[config.mk]
export PLATFORM = sky130hd
export DESIGN_NAME = ms_tick_to_calendar_datetime_flat
export DESIGN_NICKNAME = d
export VERILOG_FILES = /design/src/rtl/mtcd_pkg.sv /design/src/rtl/mtcd_tick_if.sv /design/src/rtl/mtcd_dt_if.sv /design/src/rtl/mtcd_cfg_if.sv /design/src/rtl/ms_tick_to_calendar_datetime.sv /design/src/rtl/mtcd_cfg_regs.sv /design/src/rtl/mtcd_dpath.sv /design/src/rtl/mtcd_ctrl.sv /design/src/flat_wrapper.sv
export SDC_FILE = /design/constraint.sdc
export NUM_CORES = 2
export LEC_CHECK = 0
export ABC_AREA = 1
export BUFFER_PORTS_ARGS = -buffer_cell sky130_fd_sc_hd__buf_4
export CAP_MARGIN = 20
export CORE_ASPECT_RATIO = 1.2
export CORE_MARGIN = 5
export CORE_UTILIZATION = 30
export DETAILED_ROUTE_END_ITERATION = 12
export PLACE_DENSITY_LB_ADDON = 0.08
export SETUP_SLACK_MARGIN = 0.15
export SYNTH_ARGS = -nofsm -noshare
export SYNTH_HDL_FRONTEND = slang
export SYNTH_SLANG_ARGS = --single-unit
[constraint.sdc]
create_clock -name clk -period 12 [get_ports clk]
set_input_delay 1.2 -clock clk [delete_from_list [all_inputs] [get_ports clk]]
set_output_delay 1.2 -clock clk [all_outputs]
set_load 0.01 [all_outputs]
[src/rtl/mtcd_pkg.sv]
// Shared types, constants and calendar helpers for the tick to date converter.
package mtcd_pkg;

	// Datapath widths.
	localparam int DVD_W  = 32;
	localparam int DIV_W  = 11;
	localparam int RCP_W  = 29;
	localparam int PROD_W = DVD_W + RCP_W;
	localparam int YEAR_W = 9;

	// Division passes, in the order they run.
	localparam logic [1:0] PH_MS   = 2'd0;
	localparam logic [1:0] PH_SEC  = 2'd1;
	localparam logic [1:0] PH_MIN  = 2'd2;
	localparam logic [1:0] PH_HOUR = 2'd3;

	// Divisors of the four passes.
	localparam logic [DIV_W-1:0] DIV_MS   = 11'd1000;
	localparam logic [DIV_W-1:0] DIV_SEC  = 11'd60;
	localparam logic [DIV_W-1:0] DIV_MIN  = 11'd60;
	localparam logic [DIV_W-1:0] DIV_HOUR = 11'd24;

	// Reciprocals of the divisors. The quotient is the product shifted right by 38 for
	// the millisecond pass, 29 for both sixty passes and 16 for the hour pass; each is
	// exact over the dividend range of its pass.
	localparam logic [RCP_W-1:0] RCP_MS    = 29'd274877907;
	localparam logic [RCP_W-1:0] RCP_SIXTY = 29'd8947849;
	localparam logic [RCP_W-1:0] RCP_HOUR  = 29'd2731;

	// Configuration register indexes.
	localparam logic [2:0] REG_YEAR   = 3'd0;
	localparam logic [2:0] REG_MONTH  = 3'd1;
	localparam logic [2:0] REG_DAY    = 3'd2;
	localparam logic [2:0] REG_HOUR   = 3'd3;
	localparam logic [2:0] REG_MINUTE = 3'd4;
	localparam logic [2:0] REG_SECOND = 3'd5;
	localparam logic [2:0] REG_TICK   = 3'd6;
	localparam logic [2:0] REG_VALID  = 3'd7;

	typedef enum logic [2:0] {
		ST_IDLE,
		ST_DIV,
		ST_XFER,
		ST_MONTH,
		ST_HOLD
	} state_t;

	typedef struct packed {
		logic [7:0]  year;
		logic [7:0]  month;
		logic [7:0]  day;
		logic [7:0]  hour;
		logic [7:0]  minute;
		logic [7:0]  second;
		logic [31:0] tick;
		logic        valid;
	} anchor_t;

	typedef struct packed {
		logic       start;
		logic       div_step;
		logic       div_next;
		logic       walk_step;
		logic       load_out;
		logic [1:0] phase;
	} cmd_t;

	typedef struct packed {
		logic anchor_bad;
		logic walk_done;
	} status_t;

	typedef struct packed {
		logic [7:0] year;
		logic [3:0] month;
		logic [4:0] day;
		logic [4:0] hour;
		logic [5:0] minute;
		logic [5:0] second;
	} result_t;

	// Leap test on a year kept as an offset from 2000, which is itself a
	// multiple of 400. Within nine bits the century years that are not leap
	// years are 100, 200, 300 and 500.
	function automatic logic is_leap(input logic [YEAR_W-1:0] y);
		logic century;
		century = (y == 9'd100) || (y == 9'd200) || (y == 9'd300) || (y == 9'd500);
		return (y[1:0] == 2'b00) && !century;
	endfunction

	// Days in a month numbered 1 to 12.
	function automatic logic [4:0] month_days(input logic [3:0] m, input logic leap);
		logic [4:0] d;
		case (m) inside
			4'd4, 4'd6, 4'd9, 4'd11: d = 5'd30;
			4'd2:                    d = leap ? 5'd29 : 5'd28;
			default:                 d = 5'd31;
		endcase
		return d;
	endfunction

endpackage

[src/rtl/mtcd_tick_if.sv]
// Input channel interface carrying one millisecond tick per beat.
interface mtcd_tick_if;
	logic        valid;
	logic        ready;
	logic [31:0] tick_ms;

	modport source(output valid, output tick_ms, input ready);
	modport sink(input valid, input tick_ms, output ready);
endinterface

[src/rtl/mtcd_dt_if.sv]
// Output channel interface carrying one calendar date and time per beat.
interface mtcd_dt_if;
	logic       valid;
	logic       ready;
	logic [7:0] out_year;
	logic [3:0] out_month;
	logic [4:0] out_day;
	logic [4:0] out_hour;
	logic [5:0] out_minute;
	logic [5:0] out_second;

	modport source(
		output valid, output out_year, output out_month, output out_day,
		output out_hour, output out_minute, output out_second, input ready
	);
	modport sink(
		input valid, input out_year, input out_month, input out_day,
		input out_hour, input out_minute, input out_second, output ready
	);
endinterface

[src/rtl/mtcd_cfg_if.sv]
// Configuration write channel interface: register index and write data per beat.
interface mtcd_cfg_if;
	logic        valid;
	logic        ready;
	logic [2:0]  index;
	logic [31:0] data;

	modport source(output valid, output index, output data, input ready);
	modport sink(input valid, input index, input data, output ready);
endinterface

[src/rtl/ms_tick_to_calendar_datetime.sv]
// Top level of the millisecond tick to calendar date and time converter.
//
//  Channel  Role    Payload                                     Beat when
//  tick     sink    tick_ms[31:0]                               tick.valid & tick.ready
//  dt       source  out_year, out_month, out_day, out_hour,     dt.valid & dt.ready
//                   out_minute, out_second
//  cfg      sink    index[2:0], data[31:0]                      cfg.valid & cfg.ready
//
// An item runs from its input beat through an accept step, four passes of the shared
// reciprocal divider (a product step, then a quotient and remainder step each, by 1000,
// 60, 60 and 24), the month walk, and a load; the next input beat is taken after the load.
// With an invalid anchor the item goes from the beat straight to the load of the default result.
// Reset is asynchronous and clears the anchor registers and the controller; cfg is always
// ready. A stalled output beat holds in its register while the next item is converted.
module ms_tick_to_calendar_datetime (
	input logic      clk,
	input logic      arst_n,
	mtcd_tick_if.sink  tick,
	mtcd_dt_if.source  dt,
	mtcd_cfg_if.sink   cfg
);
	import mtcd_pkg::*;

	anchor_t anchor;
	cmd_t    cmd;
	status_t status;
	result_t result;

	mtcd_cfg_regs u_cfg (
		.clk      (clk),
		.arst_n   (arst_n),
		.wr_valid (cfg.valid),
		.wr_ready (cfg.ready),
		.wr_index (cfg.index),
		.wr_data  (cfg.data),
		.anchor   (anchor)
	);

	mtcd_ctrl u_ctrl (
		.clk       (clk),
		.arst_n    (arst_n),
		.in_valid  (tick.valid),
		.in_ready  (tick.ready),
		.out_valid (dt.valid),
		.out_ready (dt.ready),
		.status    (status),
		.cmd       (cmd)
	);

	mtcd_dpath u_dpath (
		.clk     (clk),
		.tick_ms (tick.tick_ms),
		.anchor  (anchor),
		.cmd     (cmd),
		.status  (status),
		.result  (result)
	);

	// Output payload straight from the result register.
	assign dt.out_year   = result.year;
	assign dt.out_month  = result.month;
	assign dt.out_day    = result.day;
	assign dt.out_hour   = result.hour;
	assign dt.out_minute = result.minute;
	assign dt.out_second = result.second;

endmodule

[src/rtl/mtcd_cfg_regs.sv]
// Anchor configuration registers written through the configuration channel.
module mtcd_cfg_regs (
	input  logic              clk,
	input  logic              arst_n,
	input  logic              wr_valid,
	output logic              wr_ready,
	input  logic [2:0]        wr_index,
	input  logic [31:0]       wr_data,
	output mtcd_pkg::anchor_t anchor
);
	import mtcd_pkg::*;

	anchor_t anchor_q;

	// Writes are always taken.
	assign wr_ready = 1'b1;
	assign anchor   = anchor_q;

	// Register file, all fields clear at reset.
	always_ff @(posedge clk or negedge arst_n) begin
		if (!arst_n) begin
			anchor_q <= '0;
		end else if (wr_valid) begin
			case (wr_index)
				REG_YEAR:   anchor_q.year   <= wr_data[7:0];
				REG_MONTH:  anchor_q.month  <= wr_data[7:0];
				REG_DAY:    anchor_q.day    <= wr_data[7:0];
				REG_HOUR:   anchor_q.hour   <= wr_data[7:0];
				REG_MINUTE: anchor_q.minute <= wr_data[7:0];
				REG_SECOND: anchor_q.second <= wr_data[7:0];
				REG_TICK:   anchor_q.tick   <= wr_data;
				REG_VALID:  anchor_q.valid  <= wr_data[0];
				default:    anchor_q <= anchor_q;
			endcase
		end
	end

endmodule

[src/rtl/mtcd_dpath.sv]
// Datapath: shared reciprocal divider, time of day fields, month walk and result register.
module mtcd_dpath (
	input  logic              clk,
	input  logic [31:0]       tick_ms,
	input  mtcd_pkg::anchor_t anchor,
	input  mtcd_pkg::cmd_t    cmd,
	output mtcd_pkg::status_t status,
	output mtcd_pkg::result_t result
);
	import mtcd_pkg::*;

	logic [DVD_W-1:0]  dvd_q;
	logic [PROD_W-1:0] prod_q;
	logic              bad_q;
	logic [5:0]        sec_q;
	logic [5:0]        min_q;
	logic [4:0]        hour_q;
	logic [7:0]        day_q;
	logic [3:0]        month_q;
	logic [YEAR_W-1:0] year_q;
	result_t           result_q;

	logic [DIV_W-1:0]  divisor;
	logic [RCP_W-1:0]  recip;
	logic [DVD_W-1:0]  quo;
	logic [DVD_W-1:0]  quo_x_div;
	logic [DVD_W-1:0]  rem;
	logic [13:0]       min_secs;
	logic [19:0]       hour_secs;
	logic [DVD_W-1:0]  secs;
	logic [4:0]        dim;

	// Divisor and reciprocal of the running pass.
	always_comb begin
		case (cmd.phase)
			PH_MS: begin
				divisor = DIV_MS;
				recip   = RCP_MS;
			end
			PH_SEC: begin
				divisor = DIV_SEC;
				recip   = RCP_SIXTY;
			end
			PH_MIN: begin
				divisor = DIV_MIN;
				recip   = RCP_SIXTY;
			end
			PH_HOUR: begin
				divisor = DIV_HOUR;
				recip   = RCP_HOUR;
			end
			default: begin
				divisor = DIV_MS;
				recip   = RCP_MS;
			end
		endcase
	end

	// Quotient from the registered product; the remainder is what the quotient leaves over.
	always_comb begin
		case (cmd.phase)
			PH_MS:   quo = {9'd0, prod_q[PROD_W-1:38]};
			PH_SEC:  quo = prod_q[PROD_W-1:29];
			PH_MIN:  quo = prod_q[PROD_W-1:29];
			PH_HOUR: quo = prod_q[47:16];
			default: quo = {9'd0, prod_q[PROD_W-1:38]};
		endcase
	end

	assign quo_x_div = quo * {{(DVD_W-DIV_W){1'b0}}, divisor};
	assign rem       = dvd_q - quo_x_div;

	// Anchor time of day in seconds, added to the elapsed seconds.
	assign min_secs  = {6'd0, anchor.minute} * 14'd60;
	assign hour_secs = {12'd0, anchor.hour} * 20'd3600;
	assign secs      = quo + DVD_W'(anchor.second) + DVD_W'(min_secs) + DVD_W'(hour_secs);

	// Length of the current month in the walk.
	assign dim = month_days(month_q, is_leap(year_q));

	assign status.anchor_bad = !anchor.valid || anchor.month == 8'd0 || anchor.month > 8'd12
		|| anchor.day == 8'd0 || anchor.day > 8'd31;
	assign status.walk_done  = day_q <= {3'd0, dim};

	// Divider registers and the fields that each pass leaves behind.
	always_ff @(posedge clk) begin
		if (cmd.start) begin
			dvd_q <= tick_ms - anchor.tick;
			bad_q <= status.anchor_bad;
		end else if (cmd.div_step) begin
			prod_q <= {{RCP_W{1'b0}}, dvd_q} * {{DVD_W{1'b0}}, recip};
		end else if (cmd.div_next) begin
			case (cmd.phase)
				PH_MS: begin
					dvd_q <= secs;
				end
				PH_SEC: begin
					sec_q <= rem[5:0];
					dvd_q <= quo;
				end
				PH_MIN: begin
					min_q <= rem[5:0];
					dvd_q <= quo;
				end
				PH_HOUR: begin
					hour_q  <= rem[4:0];
					day_q   <= anchor.day + quo[7:0];
					month_q <= anchor.month[3:0];
					year_q  <= {1'b0, anchor.year};
				end
				default: dvd_q <= secs;
			endcase
		end

		// Month walk: take one month's length off the day count.
		if (cmd.walk_step) begin
			day_q <= day_q - {3'd0, dim};
			if (month_q == 4'd12) begin
				month_q <= 4'd1;
				year_q  <= year_q + 1'b1;
			end else begin
				month_q <= month_q + 1'b1;
			end
		end
	end

	// Result register, loaded once per item.
	always_ff @(posedge clk) begin
		if (cmd.load_out) begin
			if (bad_q) begin
				result_q <= '{year: 8'd0, month: 4'd1, day: 5'd1,
					hour: 5'd0, minute: 6'd0, second: 6'd0};
			end else begin
				result_q <= '{year: year_q[7:0], month: month_q, day: day_q[4:0],
					hour: hour_q, minute: min_q, second: sec_q};
			end
		end
	end

	assign result = result_q;

	// In the walk the month stays a real month number.
	assert property (@(posedge clk) cmd.walk_step |-> (month_q >= 4'd1 && month_q <= 4'd12))
		else $error("month walk on a month number outside 1 to 12");

endmodule

[src/rtl/mtcd_ctrl.sv]
// Controller: sequences the four division passes, the month walk and the output beat.
module mtcd_ctrl (
	input  logic              clk,
	input  logic              arst_n,
	input  logic              in_valid,
	output logic              in_ready,
	output logic              out_valid,
	input  logic              out_ready,
	input  mtcd_pkg::status_t status,
	output mtcd_pkg::cmd_t    cmd
);
	import mtcd_pkg::*;

	state_t     state_q;
	state_t     state_d;
	logic [1:0] phase_q;
	logic       out_valid_q;

	// State, pass counter and output valid.
	always_ff @(posedge clk or negedge arst_n) begin
		if (!arst_n) begin
			state_q     <= ST_IDLE;
			phase_q     <= PH_MS;
			out_valid_q <= 1'b0;
		end else begin
			state_q <= state_d;
			if (cmd.start) begin
				phase_q <= PH_MS;
			end else if (cmd.div_next) begin
				phase_q <= phase_q + 1'b1;
			end
			if (cmd.load_out) begin
				out_valid_q <= 1'b1;
			end else if (out_ready) begin
				out_valid_q <= 1'b0;
			end
		end
	end

	// Next state and commands.
	always_comb begin
		state_d       = state_q;
		cmd           = '0;
		cmd.phase     = phase_q;
		in_ready      = 1'b0;
		case (state_q)
			ST_IDLE: begin
				in_ready  = 1'b1;
				cmd.start = in_valid;
				if (in_valid) begin
					state_d = status.anchor_bad ? ST_HOLD : ST_DIV;
				end
			end
			ST_DIV: begin
				cmd.div_step = 1'b1;
				state_d      = ST_XFER;
			end
			ST_XFER: begin
				cmd.div_next = 1'b1;
				state_d      = (phase_q == PH_HOUR) ? ST_MONTH : ST_DIV;
			end
			ST_MONTH: begin
				if (status.walk_done) begin
					state_d = ST_HOLD;
				end else begin
					cmd.walk_step = 1'b1;
				end
			end
			ST_HOLD: begin
				if (!out_valid_q || out_ready) begin
					cmd.load_out = 1'b1;
					state_d      = ST_IDLE;
				end
			end
			default: state_d = ST_IDLE;
		endcase
	end

	assign out_valid = out_valid_q;

	// A new result is loaded only into a free or draining output register.
	assert property (@(posedge clk) disable iff (!arst_n)
		cmd.load_out |-> (!out_valid_q || out_ready))
		else $error("result loaded over a waiting beat");

	// Output valid rises only after a result load.
	assert property (@(posedge clk) disable iff (!arst_n)
		$rose(out_valid_q) |-> $past(cmd.load_out))
		else $error("output valid without a result load");

	// An accepted item with a good anchor starts with the millisecond pass.
	assert property (@(posedge clk) disable iff (!arst_n)
		(cmd.start && !status.anchor_bad) |=> (state_q == ST_DIV && phase_q == PH_MS))
		else $error("division did not start cleanly");

	// The month walk begins only after the last pass.
	assert property (@(posedge clk) disable iff (!arst_n)
		(state_q == ST_MONTH && $past(state_q) == ST_XFER) |-> $past(phase_q) == PH_HOUR)
		else $error("month walk entered before the hour pass");

endmodule
[src/flat_wrapper.sv]
// flat-port wrapper written by rule: the top's interface ports become plain ports
module ms_tick_to_calendar_datetime_flat import mtcd_pkg::*;
  (clk, arst_n, tick_valid, tick_tick_ms, tick_ready, dt_valid, dt_out_year, dt_out_month, dt_out_day, dt_out_hour, dt_out_minute, dt_out_second, dt_ready, cfg_valid, cfg_index, cfg_data, cfg_ready);
  mtcd_tick_if tick_i ();
  mtcd_dt_if dt_i ();
  mtcd_cfg_if cfg_i ();
  input logic clk;
  input logic arst_n;
  input wire logic [$bits(tick_i.valid)-1:0] tick_valid;
  input wire logic [$bits(tick_i.tick_ms)-1:0] tick_tick_ms;
  output wire logic [$bits(tick_i.ready)-1:0] tick_ready;
  output wire logic [$bits(dt_i.valid)-1:0] dt_valid;
  output wire logic [$bits(dt_i.out_year)-1:0] dt_out_year;
  output wire logic [$bits(dt_i.out_month)-1:0] dt_out_month;
  output wire logic [$bits(dt_i.out_day)-1:0] dt_out_day;
  output wire logic [$bits(dt_i.out_hour)-1:0] dt_out_hour;
  output wire logic [$bits(dt_i.out_minute)-1:0] dt_out_minute;
  output wire logic [$bits(dt_i.out_second)-1:0] dt_out_second;
  input wire logic [$bits(dt_i.ready)-1:0] dt_ready;
  input wire logic [$bits(cfg_i.valid)-1:0] cfg_valid;
  input wire logic [$bits(cfg_i.index)-1:0] cfg_index;
  input wire logic [$bits(cfg_i.data)-1:0] cfg_data;
  output wire logic [$bits(cfg_i.ready)-1:0] cfg_ready;
  assign tick_i.valid = tick_valid;
  assign tick_i.tick_ms = tick_tick_ms;
  assign tick_ready = tick_i.ready;
  assign dt_valid = dt_i.valid;
  assign dt_out_year = dt_i.out_year;
  assign dt_out_month = dt_i.out_month;
  assign dt_out_day = dt_i.out_day;
  assign dt_out_hour = dt_i.out_hour;
  assign dt_out_minute = dt_i.out_minute;
  assign dt_out_second = dt_i.out_second;
  assign dt_i.ready = dt_ready;
  assign cfg_i.valid = cfg_valid;
  assign cfg_i.index = cfg_index;
  assign cfg_i.data = cfg_data;
  assign cfg_ready = cfg_i.ready;
  ms_tick_to_calendar_datetime u_core (.clk(clk), .arst_n(arst_n), .tick(tick_i), .dt(dt_i), .cfg(cfg_i));
endmodule
# Word-level counts from Yosys, hierarchy flattened
# Cells that the tools add are included.
# word_totals
elab_cells	160
register_bits	253
input_bits	72
# op_classes
mul	4
n_bitwise	2
n_eq_ne	30
reduce_logical	40
add_sub_neg	10
muxes	45
order_cmp	3
# op_table
op	count
$mux 32	3
$pmux 32 s3	1
$pmux 29 s3	1
$pmux 32 s2	1
$mul 32x29->61	1
$mux 9	6
$mux 8	5
$pmux 11 s3	1
$add 32x14->32	1
$add 32x20->32	1
$add 32x8->32	1
$mul 32x11->6	1
$sub 32x32->32	1
$mux 4	6
$eq 9x9->1 const B	2
$reduce_and 2->1	9
$logic_not 8->1	2
$mul 8x8->16 const B	1
$reduce_and 4->1	4
$eq 3x3->1 const B	5
$pmux 3 s5	1
$eq 3x2->1 const B	4
$eq 4x4->1 const B	3
$mul 8x4->12 const B	1
other kinds (32)	72

# Logic depth before layout (Yosys ltp)
# logic_depth
ltp_word	14
mapped_depth	36
ltp_nobuf	33

# By module
# Synthesis repeated with hierarchy kept, for this count alone.
# hier_totals
cells_unflattened	4958
hier_area_um2	39208.9
# by_module_without_submodules
mod	area_each_um2	cells_per_inst	instances
mtcd_dpath	35661.7	4549	1
mtcd_cfg_regs	3194.3	362	1
mtcd_ctrl	352.8	47	1

# Worst setup path after synthesis
# Ideal clock, no wire load.
# synth_timing
path_type	register to register
from	register u_core.u_ctrl.phase_q[0]
to	register u_core.u_dpath.prod_q[60], data pin
required_ns	11.748
setup_time_ns	0.252
setup_slack_ns	4.912
stages_incl_launch_ff	30
arrival_ns	6.836
path_buffers	4
period_less_slack_ns	7.088
path_cell_list	dfrtp_1 inv_1 ha_1 buf_2 buf_2 buf_2 buf_2 nand2_1 inv_1 fa_1 inv_1 fa_1 fa_1 fa_1 inv_1 fa_1 fa_1 fa_1 inv_1 fa_1 inv_1 ha_1 a21oi_1 o21ai_0 a21oi_1 o21bai_1 a21oi_1 nand2_1 nand2_1 nand2_1
# synth_between
elab_chain_cells	4
elab_cells_between_ends	7
cone_classes	mul: 1; eq/ne: 3; mux: 1; reduce/logical: 2
# synth_lines
item	line_no	source
start, declared	mtcd_ctrl.sv:16	logic [1:0] phase_q;
start signal, assigned	mtcd_ctrl.sv:30	phase_q <= phase_q + 1'b1;
$eq 2x2->1 / $eq 2x1->1 (equally long branches)	mtcd_dpath.sv:35	case (cmd.phase)
$reduce_or 2->1 (no source line)	--	
$pmux 29 s3 (*)	mtcd_dpath.sv:35	
$mul 32x29->61 (*)	mtcd_dpath.sv:91	prod_q <= {{RCP_W{1'b0}}, dvd_q} * {{DVD_W{1'b0}}, recip};
end signal, assigned	mtcd_dpath.sv:91	
end, declared	mtcd_dpath.sv:13	logic [PROD_W-1:0] prod_q;
# Mark *: on every way between the ends. The rest lies on a longest branch, timed or not. The select of a mux whose other input is x is not followed.
# A chain may end at the register's enable or synchronous reset.

# Worst setup path after layout
# layout_timing
from	register u_core.u_ctrl.phase_q[0]
to	register u_core.u_dpath.prod_q[49], data pin
# The elaborated chain is that of the path after synthesis.

==> impl_results.md <==
* Status: finished clean
* FF-to-FF End: u_core.u_dpath.prod_q[49]$_DFFE_PP_
* Critical path buffers and inverters at 7
* Synth Warn # at 0
* Worst hold path type: flop to flop
* R2R cell count at 29
* TritonRoute pass-1 iters at 5
* Syn Inst Count at around 4900
* Nets at 6055
* Ys async rst share at 36.7%
* Critical path capture point: u_core.u_dpath.prod_q[49]$_DFFE_PP_
* Via count at 31100
* Number of antenna violations at the first check in global routing at 4
* Layout cells sized above 1 at under 10%
* Remaining antenna violation count at 0
* Register area share after synthesis at 16.9%
* Vias in the first global route at 33200
* Synthesized net count at 5975
* Final min period at 8.88 ns
* Clk pin slew, worst setup/hold paths at 0.07 ns
* Die span in y at 405 um
* Synth Flop Type: edfxtp_1
* Diode count at 0
* Worst-Skew Late Latency at 0.63 ns
* Setup violators final at 0
* Post-synthesis register bit count at 237
* Skew final at 0.0299 ns
* Die footprint at 138000 um^2
* Slew Viols, Final at 0
* CTS tree: yes
* Post-cts hold buffer count at 0
* # port buffers at 107
* Core area at 130000 um^2
* I/O pin total at about 110
* Distinct cells, synth at 66
* Post-synth EDFFs at 141
* Slowest cell on the critical path: ha_4
* Setup Fix Bufs, Post-CTS at 0
* Fin crit share at 74.0%
* Largest net degree at the start of global routing at 72
* Final Util at 33.0%
* CP Launch Point: u_core.u_ctrl.phase_q[0]$_DFFE_PN0P_
* Hold path depth at 1
* WL final at 144 mm
* Worst slew pin tran at 0.997 ns
* Worst reg2reg startpoint: u_core.u_ctrl.phase_q[0]$_DFFE_PN0P_
* Synth Area per Inst at 8.00 um^2
* Peak Freq at 113 MHz
* Residual DRC count at 0
* Critical Path Fanout Max at 54
* Starting DRT DRC Count at 1708
* Setup Slack @ Placement at 3.12 ns
* Setup ws final at 3.12 ns
* Filler instances at 14100
* Critical Path Max Stage Delay at 0.62 ns
* WP data arrival at 9.25 ns
* CTS resizes at 0
* Clock root buffer: clkbuf_16
* Initial core utilization at 30.1%
* Vias per cell at 4.67
* Max_cap viols at 0
* Largest delay share family, worst path: adder cells
* Max Buffers Root-to-Sink at 3
* Worst slew margin at 33.4%
* Placement Cell Area at 41700 um^2
* Total GRT Usage at 20.7%
* Flop2flop setup slack at 3.12 ns
* Design Area, Final at around 43000 um^2
* Crit start category: flop
* RePlAce Congestion at a little over 0.9
* Critical path type: flop to flop
* Cts bufs inserted at 29
* Layout area overhead at 9.72%
* Wire length of the first global-routing pass at between 200 and 250 mm
* Worst path required time at 12.37 ns
* Grt ovf at 0
* Final Hold Viols at 0
* HPWL Detailed at 125 mm
* Syn Std Cell Area at 39100 um^2
* Die W at 339 um
* CP Depth at 29
* Post-route setup TNS at 0 ns
* CP endpoint kind: flop
* Clock sink count at 237
* Row count at 145
* H-Tree Level Count at 1
* Drt wl/cell at around 22 um
* RSZ-0062 raised after global routing: false
[cell type report]
class                           count  area [um^2]  share of cell area [%]
Timing Repair Buffer              129          981                    2.29
Multi-Input combinational cell   3355        27500                    64.2
Clock buffer                       41          862                    2.01
Tap cell                         1690         2110                    4.94
Inverter                         1207         4550                    10.6
Clock inverter                     13          243                   0.567
Sequential cell                   237         6590                    15.4
[layer usage]
layer  global-route usage (%)  up-vias  part of all wire [%]
met5                        0        -                0.0049
met4                     5.07        2                   2.8
met3                     1.01      126                   2.1
met2                     40.9      446                    54
met1                     24.5    15300                    41
li1                         -    15200                     -
[layout by cell type (no fill, tap or decap), drive strengths merged, types with 16 or more instances in the layout]
cell / count
nand3: 185
nor2: 397
xnor2: 29
ha: 526
inv: 1209
nand2: 953
clkbuf: 41
o21ai: 283
edfxtp: 141
fa: 498
a21oi: 226
xor2: 78
dfrtp: 87
o22ai: 16
buf: 129
o21bai: 18
nand4: 37
nor3: 36
[registers in the layout, summed over array words and instances (netlist names)]
register	count
u_core.u_cfg.anchor	81
u_core.u_dpath.prod_q	45
u_core.u_dpath.result	34
u_core.u_dpath.dvd_q	32
u_core.u_dpath.year_q	9
u_core.u_dpath.day_q	8
u_core.u_dpath.min_q	6
u_core.u_dpath.sec_q	6
u_core.u_dpath.hour_q	5
u_core.u_dpath.month_q	4
u_core.u_ctrl.state_q	3
u_core.u_ctrl.phase_q	2
u_core.u_ctrl.out_valid	1
u_core.u_dpath.bad_q	1
[per-stage QoR]
step / hold slack [ns] / std cells
2_1_floorplan: 0.443 / 4879
3_3_place_gp: 0.462 / 6617
3_5_place_dp: 0.463 / 6617
4_1_cts: 0.475 / 6671
5_1_grt: 0.514 / 6672
6_report: 0.470 / 6672
[worst min-delay path by stage]
| stage | from | end | slack (ns) |
|---|---|---|---|
| 6_report | u_core.u_dpath.year_q[0]$_DFF_P_ | u_core.u_dpath.year_q[0]$_DFF_P_ | 0.47 |
| 3_5_place_dp | u_core.u_dpath.year_q[0]$_DFF_P_ | u_core.u_dpath.year_q[0]$_DFF_P_ | 0.46 |
| 3_3_place_gp | u_core.u_dpath.year_q[0]$_DFF_P_ | u_core.u_dpath.year_q[0]$_DFF_P_ | 0.46 |
| 4_1_cts | u_core.u_dpath.year_q[0]$_DFF_P_ | u_core.u_dpath.year_q[0]$_DFF_P_ | 0.48 |
| 5_1_grt | u_core.u_cfg.anchor[5]$_DFFE_PN0P_ | u_core.u_cfg.anchor[5]$_DFFE_PN0P_ | 0.51 |
| 2_1_floorplan | u_core.u_dpath.year_q[0]$_DFF_P_ | u_core.u_dpath.year_q[0]$_DFF_P_ | 0.44 |
[synthesized netlist by cell type (all sizes together), types with 2 or more instances]
master   instances  share of area, %
nand3          185               2.5
fa             498                26
a21oi          226               2.9
o31ai            2             0.038
a2bb2oi          2             0.045
edfxtp         141                11
o21bai          18              0.37
o21a             4             0.077
nand4           37              0.63
ha             526                17
xnor2           29              0.65
a31o             3             0.067
nor3            36              0.57
a21o             6              0.12
or2              7              0.11
a221o            6              0.15
dfxtp            9              0.46
a21boi           8              0.18
xor2            78               1.7
o21ai          283               3.7
o22ai           16              0.29
nand3b           8              0.15
a22oi            2             0.038
inv           1207                12
buf             50              0.87
clkbuf          30              0.29
o211ai           4             0.077
nor4             7              0.11
dfrtp           87               5.6
nand2          953               9.3
nor2           397               3.9
a31oi            4             0.064
[kinds of logic after synthesis]
family | after synthesis | synth area share [%]
and+or+nand+nor | 1633 | 17.3
buffers and inverters | 1287 | 12.8
adders and majority gates | 1024 | 42.4
AOI/OAI and AO/OA | 588 | 8.17
DFF | 237 | 16.9
xor gates and xnor gates | 107 | 2.40
muxes | 2 | 0.0545
other | 1 | 0.00960
Power is not shown: default switching activity piles up to over one toggle a cycle in this logic, so the estimate is an artifact.
